<file path="src/bsfr_pkg.sv">
// ----------------------------------------------------------------------------
// bsfr_pkg
// Codes, constants and the CRC-8 update for the byte-stuffed frame receiver.
// ----------------------------------------------------------------------------
package bsfr_pkg;

   // stuffing codes
   localparam logic [7:0] FEND_CODE  = 8'hC0;
   localparam logic [7:0] FESC_CODE  = 8'hDB;
   localparam logic [7:0] TFEND_CODE = 8'hDC;
   localparam logic [7:0] TFESC_CODE = 8'hDD;

   // reflected CRC-8, poly 0x31 reversed
   localparam logic [7:0] CRC_SEED = 8'h82;
   localparam logic [7:0] CRC_POLY = 8'h8C;

   // receive phases
   localparam logic [2:0] PH_IDLE = 3'd0;
   localparam logic [2:0] PH_CMD  = 3'd1;
   localparam logic [2:0] PH_LEN  = 3'd2;
   localparam logic [2:0] PH_DATA = 3'd3;
   localparam logic [2:0] PH_DONE = 3'd4;

   // input operations
   localparam logic OP_BYTE    = 1'b0;
   localparam logic OP_RELEASE = 1'b1;

   // result kinds
   localparam logic KIND_DATA  = 1'b0;
   localparam logic KIND_FRAME = 1'b1;

   function automatic logic [7:0] crc8_update(input logic [7:0] crc, input logic [7:0] data);
      logic [7:0] c;
      c = crc ^ data;
      for (int i = 0; i < 8; i++) begin
         c = c[0] ? ((c >> 1) ^ CRC_POLY) : (c >> 1);
      end
      return c;
   endfunction

endpackage

</file>
<file path="src/byte_stuffed_frame_receiver_crc8_top.sv">
// ----------------------------------------------------------------------------
// byte_stuffed_frame_receiver_crc8_top
// Byte-stuffed frame receiver with CRC-8 check.
// ----------------------------------------------------------------------------
// Takes one transaction per clock while req_ready is high: a received UART
// byte or a release. Each byte is destuffed, checked and folded into the CRC
// in the cycle it is accepted, and any result is registered in a two-entry
// output buffer whose head drives rsp_. req_ready drops only when both
// buffer entries hold results that have not been taken. After a frame
// complete result the receiver ignores bytes until a release transaction.
// Payload length is clamped to MAX_PAYLOAD; index and length ports are
// wide enough to hold MAX_PAYLOAD.
module byte_stuffed_frame_receiver_crc8_top import bsfr_pkg::*; #(
   parameter int MAX_PAYLOAD = 36,
   localparam int LEN_W      = $clog2(MAX_PAYLOAD + 1)
) (
   input  logic             clock,
   input  logic             reset,
   input  logic             req_valid,
   output logic             req_ready,
   input  logic             req_op,
   input  logic [7:0]       req_rx_byte,
   input  logic             req_framing_error,
   output logic             rsp_valid,
   input  logic             rsp_ready,
   output logic             rsp_kind,
   output logic [LEN_W-1:0] rsp_payload_index,
   output logic [7:0]       rsp_payload_byte,
   output logic [7:0]       rsp_command,
   output logic [LEN_W-1:0] rsp_frame_length,
   output logic             rsp_crc_ok
);

   localparam int RES_W = 2 * LEN_W + 18;

   logic             accept;
   logic             full;
   logic             res_valid;
   logic             res_kind;
   logic [LEN_W-1:0] res_index;
   logic [7:0]       res_byte;
   logic [7:0]       res_command;
   logic [LEN_W-1:0] res_length;
   logic             res_crc_ok;
   logic [RES_W-1:0] res_data;
   logic [RES_W-1:0] out_data;

   assign req_ready = !full;
   assign accept    = req_valid && req_ready;

   bsfr_rx_core #(
      .MAX_PAYLOAD(MAX_PAYLOAD),
      .LEN_W      (LEN_W)
   ) u_core (
      .clock        (clock),
      .reset        (reset),
      .accept       (accept),
      .op           (req_op),
      .rx_byte      (req_rx_byte),
      .framing_error(req_framing_error),
      .res_valid    (res_valid),
      .res_kind     (res_kind),
      .res_index    (res_index),
      .res_byte     (res_byte),
      .res_command  (res_command),
      .res_length   (res_length),
      .res_crc_ok   (res_crc_ok)
   );

   assign res_data = {res_kind, res_index, res_byte, res_command, res_length, res_crc_ok};

   bsfr_out_queue #(
      .WIDTH(RES_W)
   ) u_out_queue (
      .clock    (clock),
      .reset    (reset),
      .push     (res_valid),
      .push_data(res_data),
      .out_ready(rsp_ready),
      .out_valid(rsp_valid),
      .out_data (out_data),
      .full     (full)
   );

   assign {rsp_kind, rsp_payload_index, rsp_payload_byte, rsp_command,
           rsp_frame_length, rsp_crc_ok} = out_data;

endmodule

</file>
<file path="src/bsfr_rx_core.sv">
// ----------------------------------------------------------------------------
// bsfr_rx_core
// Receive state, destuffing, length clamp and CRC; one transaction per cycle.
// ----------------------------------------------------------------------------
module bsfr_rx_core import bsfr_pkg::*; #(
   parameter int MAX_PAYLOAD = 36,
   parameter int LEN_W       = 6
) (
   input  logic             clock,
   input  logic             reset,
   input  logic             accept,
   input  logic             op,
   input  logic [7:0]       rx_byte,
   input  logic             framing_error,
   output logic             res_valid,
   output logic             res_kind,
   output logic [LEN_W-1:0] res_index,
   output logic [7:0]       res_byte,
   output logic [7:0]       res_command,
   output logic [LEN_W-1:0] res_length,
   output logic             res_crc_ok
);

   localparam logic [7:0] MAX_BYTE = 8'(MAX_PAYLOAD);

   logic [2:0]       phase_ff, phase_in;
   logic             esc_ff, esc_in;
   logic [LEN_W-1:0] pos_ff, pos_in;
   logic [LEN_W-1:0] len_ff, len_in;
   logic [7:0]       cmd_ff, cmd_in;
   logic [7:0]       crc_ff, crc_in;

   logic [7:0] data;
   logic       bad_escape;
   logic [7:0] len_clamp;
   logic [7:0] crc_byte;
   logic [7:0] crc_upd;

   // escape mapping
   always_comb begin
      data       = rx_byte;
      bad_escape = 1'b0;
      if (esc_ff) begin
         if (rx_byte == TFESC_CODE) begin
            data = FESC_CODE;
         end else if (rx_byte == TFEND_CODE) begin
            data = FEND_CODE;
         end else begin
            bad_escape = 1'b1;
         end
      end
   end

   assign len_clamp = (data > MAX_BYTE) ? MAX_BYTE : data;
   assign crc_byte  = (phase_ff == PH_LEN) ? len_clamp : data;
   assign crc_upd   = crc8_update(crc_ff, crc_byte);

   always_comb begin
      phase_in    = phase_ff;
      esc_in      = esc_ff;
      pos_in      = pos_ff;
      len_in      = len_ff;
      cmd_in      = cmd_ff;
      crc_in      = crc_ff;
      res_valid   = 1'b0;
      res_kind    = KIND_DATA;
      res_index   = '0;
      res_byte    = '0;
      res_command = '0;
      res_length  = '0;
      res_crc_ok  = 1'b0;
      if (accept) begin
         if (op == OP_RELEASE) begin
            if (phase_ff == PH_DONE) begin
               phase_in = PH_IDLE;
            end
         end else if (phase_ff == PH_DONE) begin
            // finished frame held until release
         end else if (framing_error) begin
            phase_in = PH_IDLE;
         end else if (rx_byte == FEND_CODE) begin
            phase_in = PH_CMD;
            pos_in   = '0;
            esc_in   = 1'b0;
            crc_in   = CRC_SEED;
         end else if (rx_byte == FESC_CODE) begin
            esc_in = 1'b1;
         end else if (bad_escape) begin
            // escape flag stays set until next FEND or a TFEND or TFESC byte
            phase_in = PH_IDLE;
         end else begin
            esc_in = 1'b0;
            unique case (phase_ff)
               PH_CMD: begin
                  cmd_in   = data;
                  crc_in   = crc_upd;
                  phase_in = PH_LEN;
               end
               PH_LEN: begin
                  len_in   = LEN_W'(len_clamp);
                  crc_in   = crc_upd;
                  pos_in   = '0;
                  phase_in = PH_DATA;
               end
               PH_DATA: begin
                  crc_in    = crc_upd;
                  res_valid = 1'b1;
                  if (pos_ff == len_ff) begin
                     phase_in    = PH_DONE;
                     res_kind    = KIND_FRAME;
                     res_command = cmd_ff;
                     res_length  = len_ff;
                     res_crc_ok  = (crc_upd == 8'h00);
                  end else begin
                     res_kind  = KIND_DATA;
                     res_index = pos_ff;
                     res_byte  = data;
                     pos_in    = pos_ff + 1'b1;
                  end
               end
               PH_IDLE: begin
               end
               default: begin
               end
            endcase
         end
      end
   end

   always_ff @(posedge clock) begin
      if (reset) begin
         phase_ff <= PH_IDLE;
         esc_ff   <= 1'b0;
         pos_ff   <= '0;
         len_ff   <= '0;
         cmd_ff   <= '0;
         crc_ff   <= CRC_SEED;
      end else begin
         phase_ff <= phase_in;
         esc_ff   <= esc_in;
         pos_ff   <= pos_in;
         len_ff   <= len_in;
         cmd_ff   <= cmd_in;
         crc_ff   <= crc_in;
      end
   end

endmodule

</file>
<file path="src/bsfr_out_queue.sv">
// ----------------------------------------------------------------------------
// bsfr_out_queue
// Two-entry result buffer; head drives the result channel.
// ----------------------------------------------------------------------------
module bsfr_out_queue #(
   parameter int WIDTH = 30
) (
   input  logic             clock,
   input  logic             reset,
   input  logic             push,
   input  logic [WIDTH-1:0] push_data,
   input  logic             out_ready,
   output logic             out_valid,
   output logic [WIDTH-1:0] out_data,
   output logic             full
);

   logic [1:0]       count_ff, count_in;
   logic [WIDTH-1:0] head_ff, head_in;
   logic [WIDTH-1:0] tail_ff, tail_in;
   logic             pop;

   assign out_valid = (count_ff != 2'd0);
   assign full      = (count_ff == 2'd2);
   assign out_data  = head_ff;
   assign pop       = out_valid && out_ready;

   always_comb begin
      head_in  = head_ff;
      tail_in  = tail_ff;
      count_in = 2'(count_ff + {1'b0, push} - {1'b0, pop});
      if (pop) begin
         if (count_ff == 2'd2) begin
            head_in = tail_ff;
         end else if (push) begin
            head_in = push_data;
         end
      end else if (push) begin
         if (count_ff == 2'd0) begin
            head_in = push_data;
         end else begin
            tail_in = push_data;
         end
      end
   end

   always_ff @(posedge clock) begin
      if (reset) begin
         count_ff <= 2'd0;
      end else begin
         count_ff <= count_in;
      end
   end

   always_ff @(posedge clock) begin
      head_ff <= head_in;
      tail_ff <= tail_in;
   end

endmodule

</file>
<file path="config.mk">
export PLATFORM = sky130hd
export DESIGN_NAME = byte_stuffed_frame_receiver_crc8_top
export DESIGN_NICKNAME = d
export VERILOG_FILES = /design/src/bsfr_pkg.sv /design/src/byte_stuffed_frame_receiver_crc8_top.sv /design/src/bsfr_rx_core.sv /design/src/bsfr_out_queue.sv
export SDC_FILE = /design/constraint.sdc
export NUM_CORES = 1
export LEC_CHECK = 0
export CORE_AREA = 4 4 117 119
export CTS_BUF_LIST = sky130_fd_sc_hd__clkbuf_8
export DETAILED_ROUTE_END_ITERATION = 7
export DIE_AREA = 0 0 121 123
export DONT_BUFFER_PORTS = 1
export GPL_TIMING_DRIVEN = 0
export PLACE_DENSITY_LB_ADDON = 0.08
export SLEW_MARGIN = 40
export SYNTH_ARGS = -nofsm -noshare
export SYNTH_HDL_FRONTEND = slang
export SYNTH_SLANG_ARGS = --single-unit
export TNS_END_PERCENT = 5
</file>
<file path="constraint.sdc">
create_clock -name clock -period 5.9 [get_ports clock]
set_input_delay 0.295 -clock clock [delete_from_list [all_inputs] [get_ports clock]]
set_output_delay 0.295 -clock clock [all_outputs]
set_load 0.01 [all_outputs]
</file>
==> results of run 1 <==
-- power groups by stage --
stage	combinational, W	clock [W]	sequential (W)
6_report	0.000125	0.000433	0.000717
5_1_grt	0.000139	0.000479	0.000718
4_1_cts	0.000128	0.000452	0.000717
3_5_place_dp	0.000127	0	0.000732
3_3_place_gp	0.000122	0	0.000733
2_1_floorplan	0.0000979	0	0.000731
-- routing by layer --
layer	vias to the layer above	routed length [um]	GRT usage (%)
li1	1484	-	-
met1	1390	4870	20.2
met2	59	4440	21.5
met3	12	416	3.11
met4	0	204	6.59
met5	-	0	0
-- flip-flops by register name (all words and copies together), names as in the netlist --
signal and flops:
u_core.cmd_ff 8, u_core.crc_ff 8, u_core.esc_ff 1, u_core.len_ff 6, u_core.phase_ff 3, u_core.pos_ff 6
u_out_queue.count_ff 2, u_out_queue.out_data 30, u_out_queue.tail_ff 30
-- worst max path at each step --
| stage | startpoint | to | slack, ns | cells past startpoint |
|---|---|---|---|---|
| floorplan | req_rx_byte[3] | u_out_queue.out_data[0] | 2.36 | 7 |
| global placement | req_rx_byte[6] | u_out_queue.out_data[22] | 1.51 | 7 |
| detailed placement | req_rx_byte[6] | u_out_queue.out_data[22] | 3.08 | 8 |
| CTS | u_out_queue.count_ff[0] | u_core.crc_ff[1] | 3.24 | 7 |
| global route | u_out_queue.count_ff[0] | u_core.crc_ff[7] | 2.98 | 7 |
| finish | u_out_queue.count_ff[0] | u_core.crc_ff[1] | 3.27 | 7 |
-- kinds of logic (layout without fill, tap and decap cells) --
logic type	after synthesis	after routing
and+or+nand+nor	141	141
DFF	94	94
AOI/OAI and AO/OA	81	81
xor gates and xnor gates	42	42
buffers and inverters	34	51
muxes	11	11
adders and majority gates	3	3
-- area by class of cell --
cell class	count	area, sq um
fill	1230	7520
sequential	94	2480
multi-input combinational	278	1990
tap	172	215
clock buffer	9	124
buffer	22	111
clock inverter	7	71.3
inverter	12	45.0
timing repair buffer	1	15.0
-- synthesized netlist by cell type (2+ instances only) --
cell,count,share of area [%]
clkbuf_1,9,0.73
a31oi_1,3,0.41
a311oi_1,2,0.38
or4_1,4,0.65
a211oi_1,7,1.1
xor2_1,17,3.2
ha_1,3,0.81
edfxtp_1,60,39
nand2b_1,5,0.68
a31o_1,2,0.38
nand2_1,17,1.4
or2_2,3,0.41
o21ai_1,7,0.76
inv_1,12,0.98
and3_1,4,0.54
buf_4,3,0.49
mux2i_1,11,2.4
o22a_1,2,0.38
nor4_2,2,0.54
buf_2,8,0.87
nor4_1,3,0.41
nor3b_1,2,0.33
nor3_1,4,0.43
nor2b_1,3,0.41
a21oi_1,7,0.76
nor2_1,47,3.8
nand3b_1,3,0.49
and2_1,24,3.3
o21ai_2,3,0.57
dfxtp_1,34,15
xnor3_1,2,0.98
a21o_1,31,5.0
xnor2_1,21,4.0
nand4_1,5,0.68
o31ai_1,3,0.49
nand3_1,5,0.54
-- metrics by stage --
step / cell area, sq um / utilization (%)
after CTS: 5050 / 40.2
final: 5050 / 40.2
after floorplan: 4610 / -
after global placement: 4820 / 38.4
after global routing: 5050 / 40.2
after detailed placement: 4850 / 38.6
==> impl_results.md, run 1 <==
* Share of flip-flops with an asynchronous set or reset at 0%
* Worst R2R Setup Slack at 3.27 ns
* Switch Pwr at 0.000316 W
* Overall routing resource usage at 14.5%
* CP Max Fanout at 7
* Synth Net Count at 423
* Final Hold Fails at 0
* Design Power at 0.00128 W
* Worst-margin pin slew at 0.746 ns
* Worst ir drop on vdd at 0.000104 V
* CTS tree: done
* Cell class contributing the biggest share of worst-path delay: compound AO/OA/AOI/OAI gates
* Final Slew Violations at 0
* Yosys warns at 0
* Die Height at 123 um
* Number of synthesized flops with an enable pin at 60
* Post-Synthesis Cells at 406
* Final setup viols at 0
* Share of layout cells above drive strength 1 at 11.8%
* Synth Area in Simple Gates at 17.0%
* Power share of the clock group at 34.0%
* Crit share post-route at 44.5%
* Row Count at 41
* Hold_buf cts at 0
* Setup TNS at 0 ns
* Critical Path Start Type: register
* Clk buf depth at 2
* Place WS at 3.08 ns
* Drt wl/cell at 16.7 um
* Most frequent cells in the layout: 60 x edfxtp_1, 47 x nor2_1, 34 x dfxtp_1
* CTS Sinks at 94
* Grt ovf at 0
* Hold Path Depth at 2
* Unrepaired setup endpoints after global routing: false
* Critical path class: reg -> reg
* Largest net degree at the start of global routing at 31
* Post-synthesis compound-gate area fraction at 13.5%
* Post-Synth Adder-Cell Area at 0.814%
* Worst-path clk slew at 0.09 ns
* Hpwl dp at 7.18 mm
* Critical path, cell by cell: nand2b_1 > nand3_1 > a211oi_1 > o21ai_1 > or3_1 > clkbuf_1 > o22a_1
* Unique cell type count in the Yosys netlist at 64
* Die Wd at 121 um
* WP data arrival at 2.91 ns
* Cts repair resizes at 0
* Crit path time final at 2.63 ns
* Residual DRC count at 0
* Max_slew headroom at 50.0%
* Slowest CP cell: a211oi_1
* Antenna diode count at 0
* Main combinational cell family by area after synthesis: simple AND/OR/NAND/NOR gates
* Hold_sp: req_framing_error
* Core area at 12600 sq um
* Layout Skew at 0.00731 ns
* Antenna-violating nets left at 0
* Max-Cap Viols at 0
* Fmax at 381 MHz
* Setup slack after layout at 3.27 ns
* Synth Flop Type: edfxtp_1
* Cell area after synthesis at 4610 sq um
* Area delta synth->final at 9.55%
* Number of global-route vias before repair at 2947
* CP endpoint kind: register
* IO Pins at 46
* Antenna violations before repair at 0
* Hold Path Class: in -> reg
* Static Leak at 1.99 nW
* CP Data Required Time at 6.18 ns
* # Post-CTS Setup Buffers at 0
* Status: finished, final reports clean
* Pwr Density at 252 nW/um^2
* Mean post-synth cell area at 11.4 sq um
* Routed WL at 9.93 mm
* Die area at 14900 sq um
* Vias at 2945
* Layout Cells excl Fill at 595
* Critical R2R Launch: u_out_queue.count_ff[0]
* GP Congestion at 0.814
* PortBufs at 0
* Reg2reg end: u_core.crc_ff[1]
* Sequential share of power at 56.2%
* FF-to-FF path depth at 7
* Clk Latency, worst-skew pair at 0.38 ns
* DRT iter0 DRCs at 173
* Drt pass-1 iters at 4
* WP buf/inv at 1
* Sw frac at 24.8%
* Placed Cells incl. Taps at 579
* Layout Nets at 435
* CP peak stage delay at 0.59 ns
* Synth Register Bits at 94
* Global-route wire length before repair at 16.4 mm
* CTS H-Tree Depth at 3
* CTS buffer count at 9
* P_int at 0.000959 W
* Drt via density at 4.95
* Xor-xnor portion of the synthesized cell area at 9.07%
* Root Buffer: clkbuf_8
* Most common cell after layout, fill and taps aside: edfxtp_1
* Starting Density at 36.7%
* Comb power frac at 9.8%
* Minimum hold slack at 0.103 ns
* Seq/Total Area, Yosys at 53.9%
* Multiplexer share of the synthesized area at 2.39%
* WHS Endpoint: u_core.phase_ff[2]
Note: power is estimated with default switching activity, not from simulation.
==> run 2: changes to the inputs <==
==> constraint.sdc (replaced) <==
create_clock -name clock -period 2.4 [get_ports clock]
set_input_delay 0.12 -clock clock [delete_from_list [all_inputs] [get_ports clock]]
set_output_delay 0.12 -clock clock [all_outputs]
set_load 0.01 [all_outputs]
==> run 2 against run 1 <==
  * Cell area up 2.8%
  * Largest cell class unchanged
  * Core utilization up 1.1 points
  * Highest routed layer unchanged
  * Critical path depth up 2
  * Fmax up 9.9%
  * Non-clock buffer count up 10
  * Sequential power up 150%
  * Via count up 1.7%
==> impl_results.md, run 2 (synthesis gave the netlist of run 1 again) <==
* GP Congestion at 0.856
* Worst R2R Setup Slack at 0.009 ns
* FF/Latch Area at 2480 sq um
* Max_slew headroom at 48.1%
* Share of layout cells above drive strength 1 at 15.0%
* IO Pins at 46
* CTS buffer count at 9
* Die area at 14900 sq um
* Most frequent cells in the layout: 60 x edfxtp_1, 47 x nor2_1, 33 x dfxtp_1
* Clk Latency, worst-skew pair at 0.37 ns
* CP Max Fanout at 9
* Area delta synth->final at 12.6%
* Root Buffer: clkbuf_8
* Place WS at -0.272 ns
* CP peak stage delay at 0.38 ns
* Placed Cells incl. Taps at 579
* Routed WL at 10.2 mm
* Max-Cap Viols at 0
* CTS tree: done
* Status: finished, final reports clean
* Critical Path Start Type: register
* Core area at 12600 sq um
* CP Data Required Time at 2.65 ns
* WP data arrival at 2.64 ns
* Hold_sp: req_op
* Layout Skew at 0.0118 ns
* Hold Path Depth at 3
* Fill cell count at 1260
* CP endpoint kind: register
* Die Height at 123 um
* WHS Endpoint: u_core.phase_ff[0]
* FF-to-FF path depth at 9
* Layout Cells excl Fill at 605
* Critical path, cell by cell: buf_2 > or3b_1 > buf_2 > a211oi_4 > a21oi_1 > nor3b_1 > a311oi_2 > nor4_4 > a21o_1
* Crit share post-route at 99.6%
* Multi-input logic area at 2050 sq um
* Antenna-violating nets left at 0
* Vias at 2996
* Layout Nets at 445
* Critical path class: reg -> reg
* Setup slack after layout at 0.00923 ns
* Slowest CP cell: nor4_4
* Die Wd at 121 um
* Fmax at 418 MHz
* Antenna diode count at 0
* Setup TNS at 0 ns
* DRT iter0 DRCs at 212
* Minimum hold slack at 0.0440 ns
* Global-route wire length before repair at 16.8 mm
* Static Leak at 2.06 nW
* Final Hold Fails at 0
* Clk buf depth at 2
* Drt pass-1 iters at 4
* Final Slew Violations at 0
* Starting Density at 36.7%
* Drt via density at 4.95
* Row Count at 41
* Critical R2R Launch: u_core.phase_ff[0]
* Largest net degree at the start of global routing at 31
* Hpwl dp at 7.18 mm
* Final setup viols at 0
* Most frequent CP cell: buf_2
* CTS Sinks at 94
* Pwr Density at 589 nW/um^2
* Design Power at 0.00306 W
* Antenna violations before repair at 0
* Worst ir drop on vdd at 0.000235 V
* Number of global-route vias before repair at 3102
* Residual DRC count at 0
* Drt wl/cell at 16.9 um
* PortBufs at 0
* Unrepaired setup endpoints after global routing: true
* CTS H-Tree Depth at 3
* Worst-path clk slew at 0.09 ns
* Reg2reg end: u_out_queue.out_data[0]
* Overall routing resource usage at 14.7%
* Crit path time final at 2.39 ns
* Grt ovf at 0
* Hold Path Class: in -> reg
* Most common cell after layout, fill and taps aside: edfxtp_1
* Worst-margin pin slew at 0.775 ns
==> run 2: changes by cell type in the layout (fill, tap and decap cells not counted), sizes merged <==
cell | before | now
clkinvlp | 2 | 1
buf | 14 | 22
dlygate4sd3 | 0 | 2
bufinv | 1 | 0
inv | 14 | 16
==> run 2: critical path: cells and delay by family (launching register included) <==
kind,cells,cell delay [ns]
DFF,1,0.30
AOI/OAI and AO/OA,4,0.61
and+or+nand+nor,3,1.01
buffers and inverters,2,0.34
==> run 2: repair_timing <==
action                                  CTS  global route
pin swaps                                 2             2
gates resized for setup                   9             5
hold buffers                              2             0
endpoints found under the setup margin   78            31
hold endpoints to repair                  1             0
setup buffers                             0             8
==> run 2: power by group <==
part	total (W)	switching (W)	internal [W]	leakage, nW
clock	0.000950	0.000577	0.000373	0.0924
sequential	0.00176	0.0000221	0.00174	0.783
combinational	0.000343	0.000185	0.000158	1.19
==> run 2: worst max-delay path by stage <==
stage | to | slack (ns) | start
after floorplan | u_out_queue.out_data[0] | 0.01 | req_rx_byte[3]
after global placement | u_out_queue.out_data[22] | -0.37 | req_rx_byte[6]
after detailed placement | u_core.crc_ff[1] | -0.27 | u_out_queue.count_ff[0]
after CTS | u_out_queue.out_data[0] | -0.1 | u_core.phase_ff[0]
after global routing | u_core.crc_ff[7] | -0.11 | u_core.phase_ff[0]
final | u_out_queue.out_data[0] | 0.009 | u_core.phase_ff[0]
==> run 2: cell type report <==
| class | instances | share of cell area (%) |
|---|---|---|
| Multi-Input combinational cell | 278 | 39.6 |
| Tap cell | 172 | 4.15 |
| Clock buffer | 9 | 2.39 |
| Timing Repair Buffer | 11 | 2.17 |
| Inverter | 12 | 0.868 |
| Clock inverter | 7 | 0.820 |
| Sequential cell | 94 | 47.9 |
| Buffer | 22 | 2.15 |
==> run 2: layer usage <==
layer	track usage [%]	share of wire [%]	vias up
met5	0	0	-
met4	6.37	1.9	0
met3	2.93	3.1	11
li1	-	-	1490
met2	23.7	46	52
met1	19.3	49	1443
==> run 2: through the flow <==
stage | area [sq um] | utilization (%)
after global placement | 4840 | 38.5
after floorplan | 4620 | -
after global routing | 5190 | 41.3
after CTS | 5090 | 40.5
final | 5190 | 41.3
after detailed placement | 4850 | 38.6
==> run 3: changes to the inputs <==
--- a/config.mk
+++ b/config.mk
@@ -11,7 +11,7 @@
 export DIE_AREA = 0 0 121 123
 export DONT_BUFFER_PORTS = 1
 export GPL_TIMING_DRIVEN = 0
-export PLACE_DENSITY_LB_ADDON = 0.08
+export PLACE_DENSITY_LB_ADDON = 0.1
 export SLEW_MARGIN = 40
 export SYNTH_ARGS = -nofsm -noshare
 export SYNTH_HDL_FRONTEND = slang
==> constraint.sdc (replaced) <==
create_clock -name clock -period 2.4 [get_ports clock]
set_input_delay 0.6 -clock clock [delete_from_list [all_inputs] [get_ports clock]]
set_output_delay 0.6 -clock clock [all_outputs]
set_load 0.01 [all_outputs]
==> run 3 against run 2 <==
  * Cell count shrank 0.33%
  * Die area is the same
  * Global-route usage shrank 0.10 points
  * Via count grew 0.40%
  * Sequential share of layout area shrank 0.89 points
  * Total power grew 6.0%
  * Setup slack gained 0.023 ns
  * Critical path depth shrank 1
  * First-iteration DRC count grew 9.9%
  * Register-to-register slack gained 0.02 ns
==> impl_results.md, run 3 (synthesis gave the netlist of run 1 again) <==
* Hpwl dp at 7.19 mm
* Crit share post-route at 98.6%
* CTS Sinks at 94
* CP endpoint kind: register
* Fmax at 422 MHz
* Static Leak at 2.10 nW
* Row Count at 41
* Worst ir drop on vdd at 0.000322 V
* Max-Cap Viols at 0
* Antenna violations before repair at 0
* Starting Density at 36.7%
* Drt pass-1 iters at 4
* CP peak stage delay at 0.38 ns
* CP Max Fanout at 9
* WP buf/inv at 1
* Crit path time final at 2.37 ns
* Clk buf depth at 2
* Worst-path clk slew at 0.09 ns
* Vias at 3008
* Place WS at -0.672 ns
* PortBufs at 0
* Fill cell count at 1215
* Die Height at 123 um
* Overall routing resource usage at 14.6%
* CTS buffer count at 9
* GP Congestion at 0.835
* Final Slew Violations at 0
* IO Pins at 46
* Worst-margin pin slew at 0.710 ns
* Largest net degree at the start of global routing at 31
* Antenna-violating nets left at 0
* Critical Path Start Type: register
* Antenna diode count at 0
* Area delta synth->final at 14.9%
* Layout Cells excl Fill at 603
* Setup slack after layout at 0.0324 ns
* Number of global-route vias before repair at 3076
* Util after Layout at 42.1%
* Hold Path Class: in -> reg
* Drt via density at 4.99
* Hold_buf cts at 0
* Critical path, cell by cell: or3b_1 > buf_4 > o211ai_2 > o311ai_2 > xnor2_1 > nand3_1 > nor4_4 > a21o_1
* Grt ovf at 0
* Final setup viols at 0
* Status: finished, final reports clean
* CP Data Required Time at 2.64 ns
* Layout Nets at 443
* CTS tree: done
* Cell class contributing the biggest share of worst-path delay: simple AND/OR/NAND/NOR gates
* Critical path class: reg -> reg
* Share of layout cells above drive strength 1 at 17.9%
* Die area at 14900 sq um
* Pwr Density at 612 nW/um^2
* Most frequent cells in the layout: 60 x edfxtp_1, 46 x nor2_1, 31 x a21o_1
* WP data arrival at 2.61 ns
* Placed Cells incl. Taps at 579
* Final Hold Fails at 0
* Root Buffer: clkbuf_8
* Drt wl/cell at 16.8 um
* Core area at 12600 sq um
* Layout Skew at 0.00906 ns
* Die Wd at 121 um
* Slowest CP cell: dfxtp_2
* Unrepaired setup endpoints after global routing: true
* Residual DRC count at 0
* Clk Latency, worst-skew pair at 0.37 ns
* Max_slew headroom at 52.4%
* CTS H-Tree Depth at 3
* DRT iter0 DRCs at 233
* Routed WL at 10.1 mm
* Global-route wire length before repair at 16.5 mm
* Most common cell after layout, fill and taps aside: edfxtp_1
run 3: report_power, final:
| group | internal, W | switching (W) | leakage [nW] |
|---|---|---|---|
| Sequential | 0.00174 | 0.0000230 | 0.785 |
| Clock | 0.000550 | 0.000576 | 0.111 |
| Combinational | 0.000164 | 0.000185 | 1.20 |
run 3: timing repair:
action	in CTS	in global routing
cloned	0	1
setup endpoints to repair	97	87
gates resized for setup	10	13
pin swaps	4	7
setup buffers	4	5
run 3: final timing paths:
kind                            slack [ns]               start                      end  cells after the start
worst min-delay path                  0.42   req_framing_error       u_core.phase_ff[2]                      2
worst max-delay path                  0.03  u_core.phase_ff[0]  u_out_queue.out_data[0]                      8
worst max register to register        0.03  u_core.phase_ff[0]  u_out_queue.out_data[0]                      8
worst min register to register        0.49    u_core.crc_ff[6]         u_core.crc_ff[6]                      2
run 3: area by class of cell:
cell class | instances | area [sq um] | area share (%)
clock buffers | 11 | 151 | 2.86
plain buffers | 20 | 136 | 2.58
well taps | 172 | 215 | 4.06
flip-flops and latches | 94 | 2490 | 47.0
inverters | 12 | 45.0 | 0.851
clock inverters | 5 | 65.1 | 1.23
multi-input cells | 278 | 2070 | 39.1
repair buffers | 11 | 125 | 2.36
run 3: per-stage QoR:
step           total power [W]  cell area, sq um  hold slack, ns  TNS (ns)
2_1_floorplan          0.00205              4660           0.438    -17.73
3_3_place_gp           0.00211              4880           0.464    -61.26
3_5_place_dp           0.00212              4890           0.475    -52.85
4_1_cts                0.00328              5180           0.395         0
5_1_grt                0.00338              5300           0.410    -0.277
6_report               0.00324              5300           0.415         0
run 3: layer usage:
| layer | global-route usage (%) | vias to the layer above | share of wire [%] | routed length [um] |
|---|---|---|---|---|
| li1 | - | 1492 | - | - |
| met1 | 20.5 | 1470 | 51 | 5150 |
| met2 | 22.2 | 40 | 46 | 4620 |
| met3 | 3.29 | 6 | 2.5 | 254 |
| met4 | 5.38 | 0 | 1.1 | 111 |
| met5 | 0 | - | 0 | 0 |
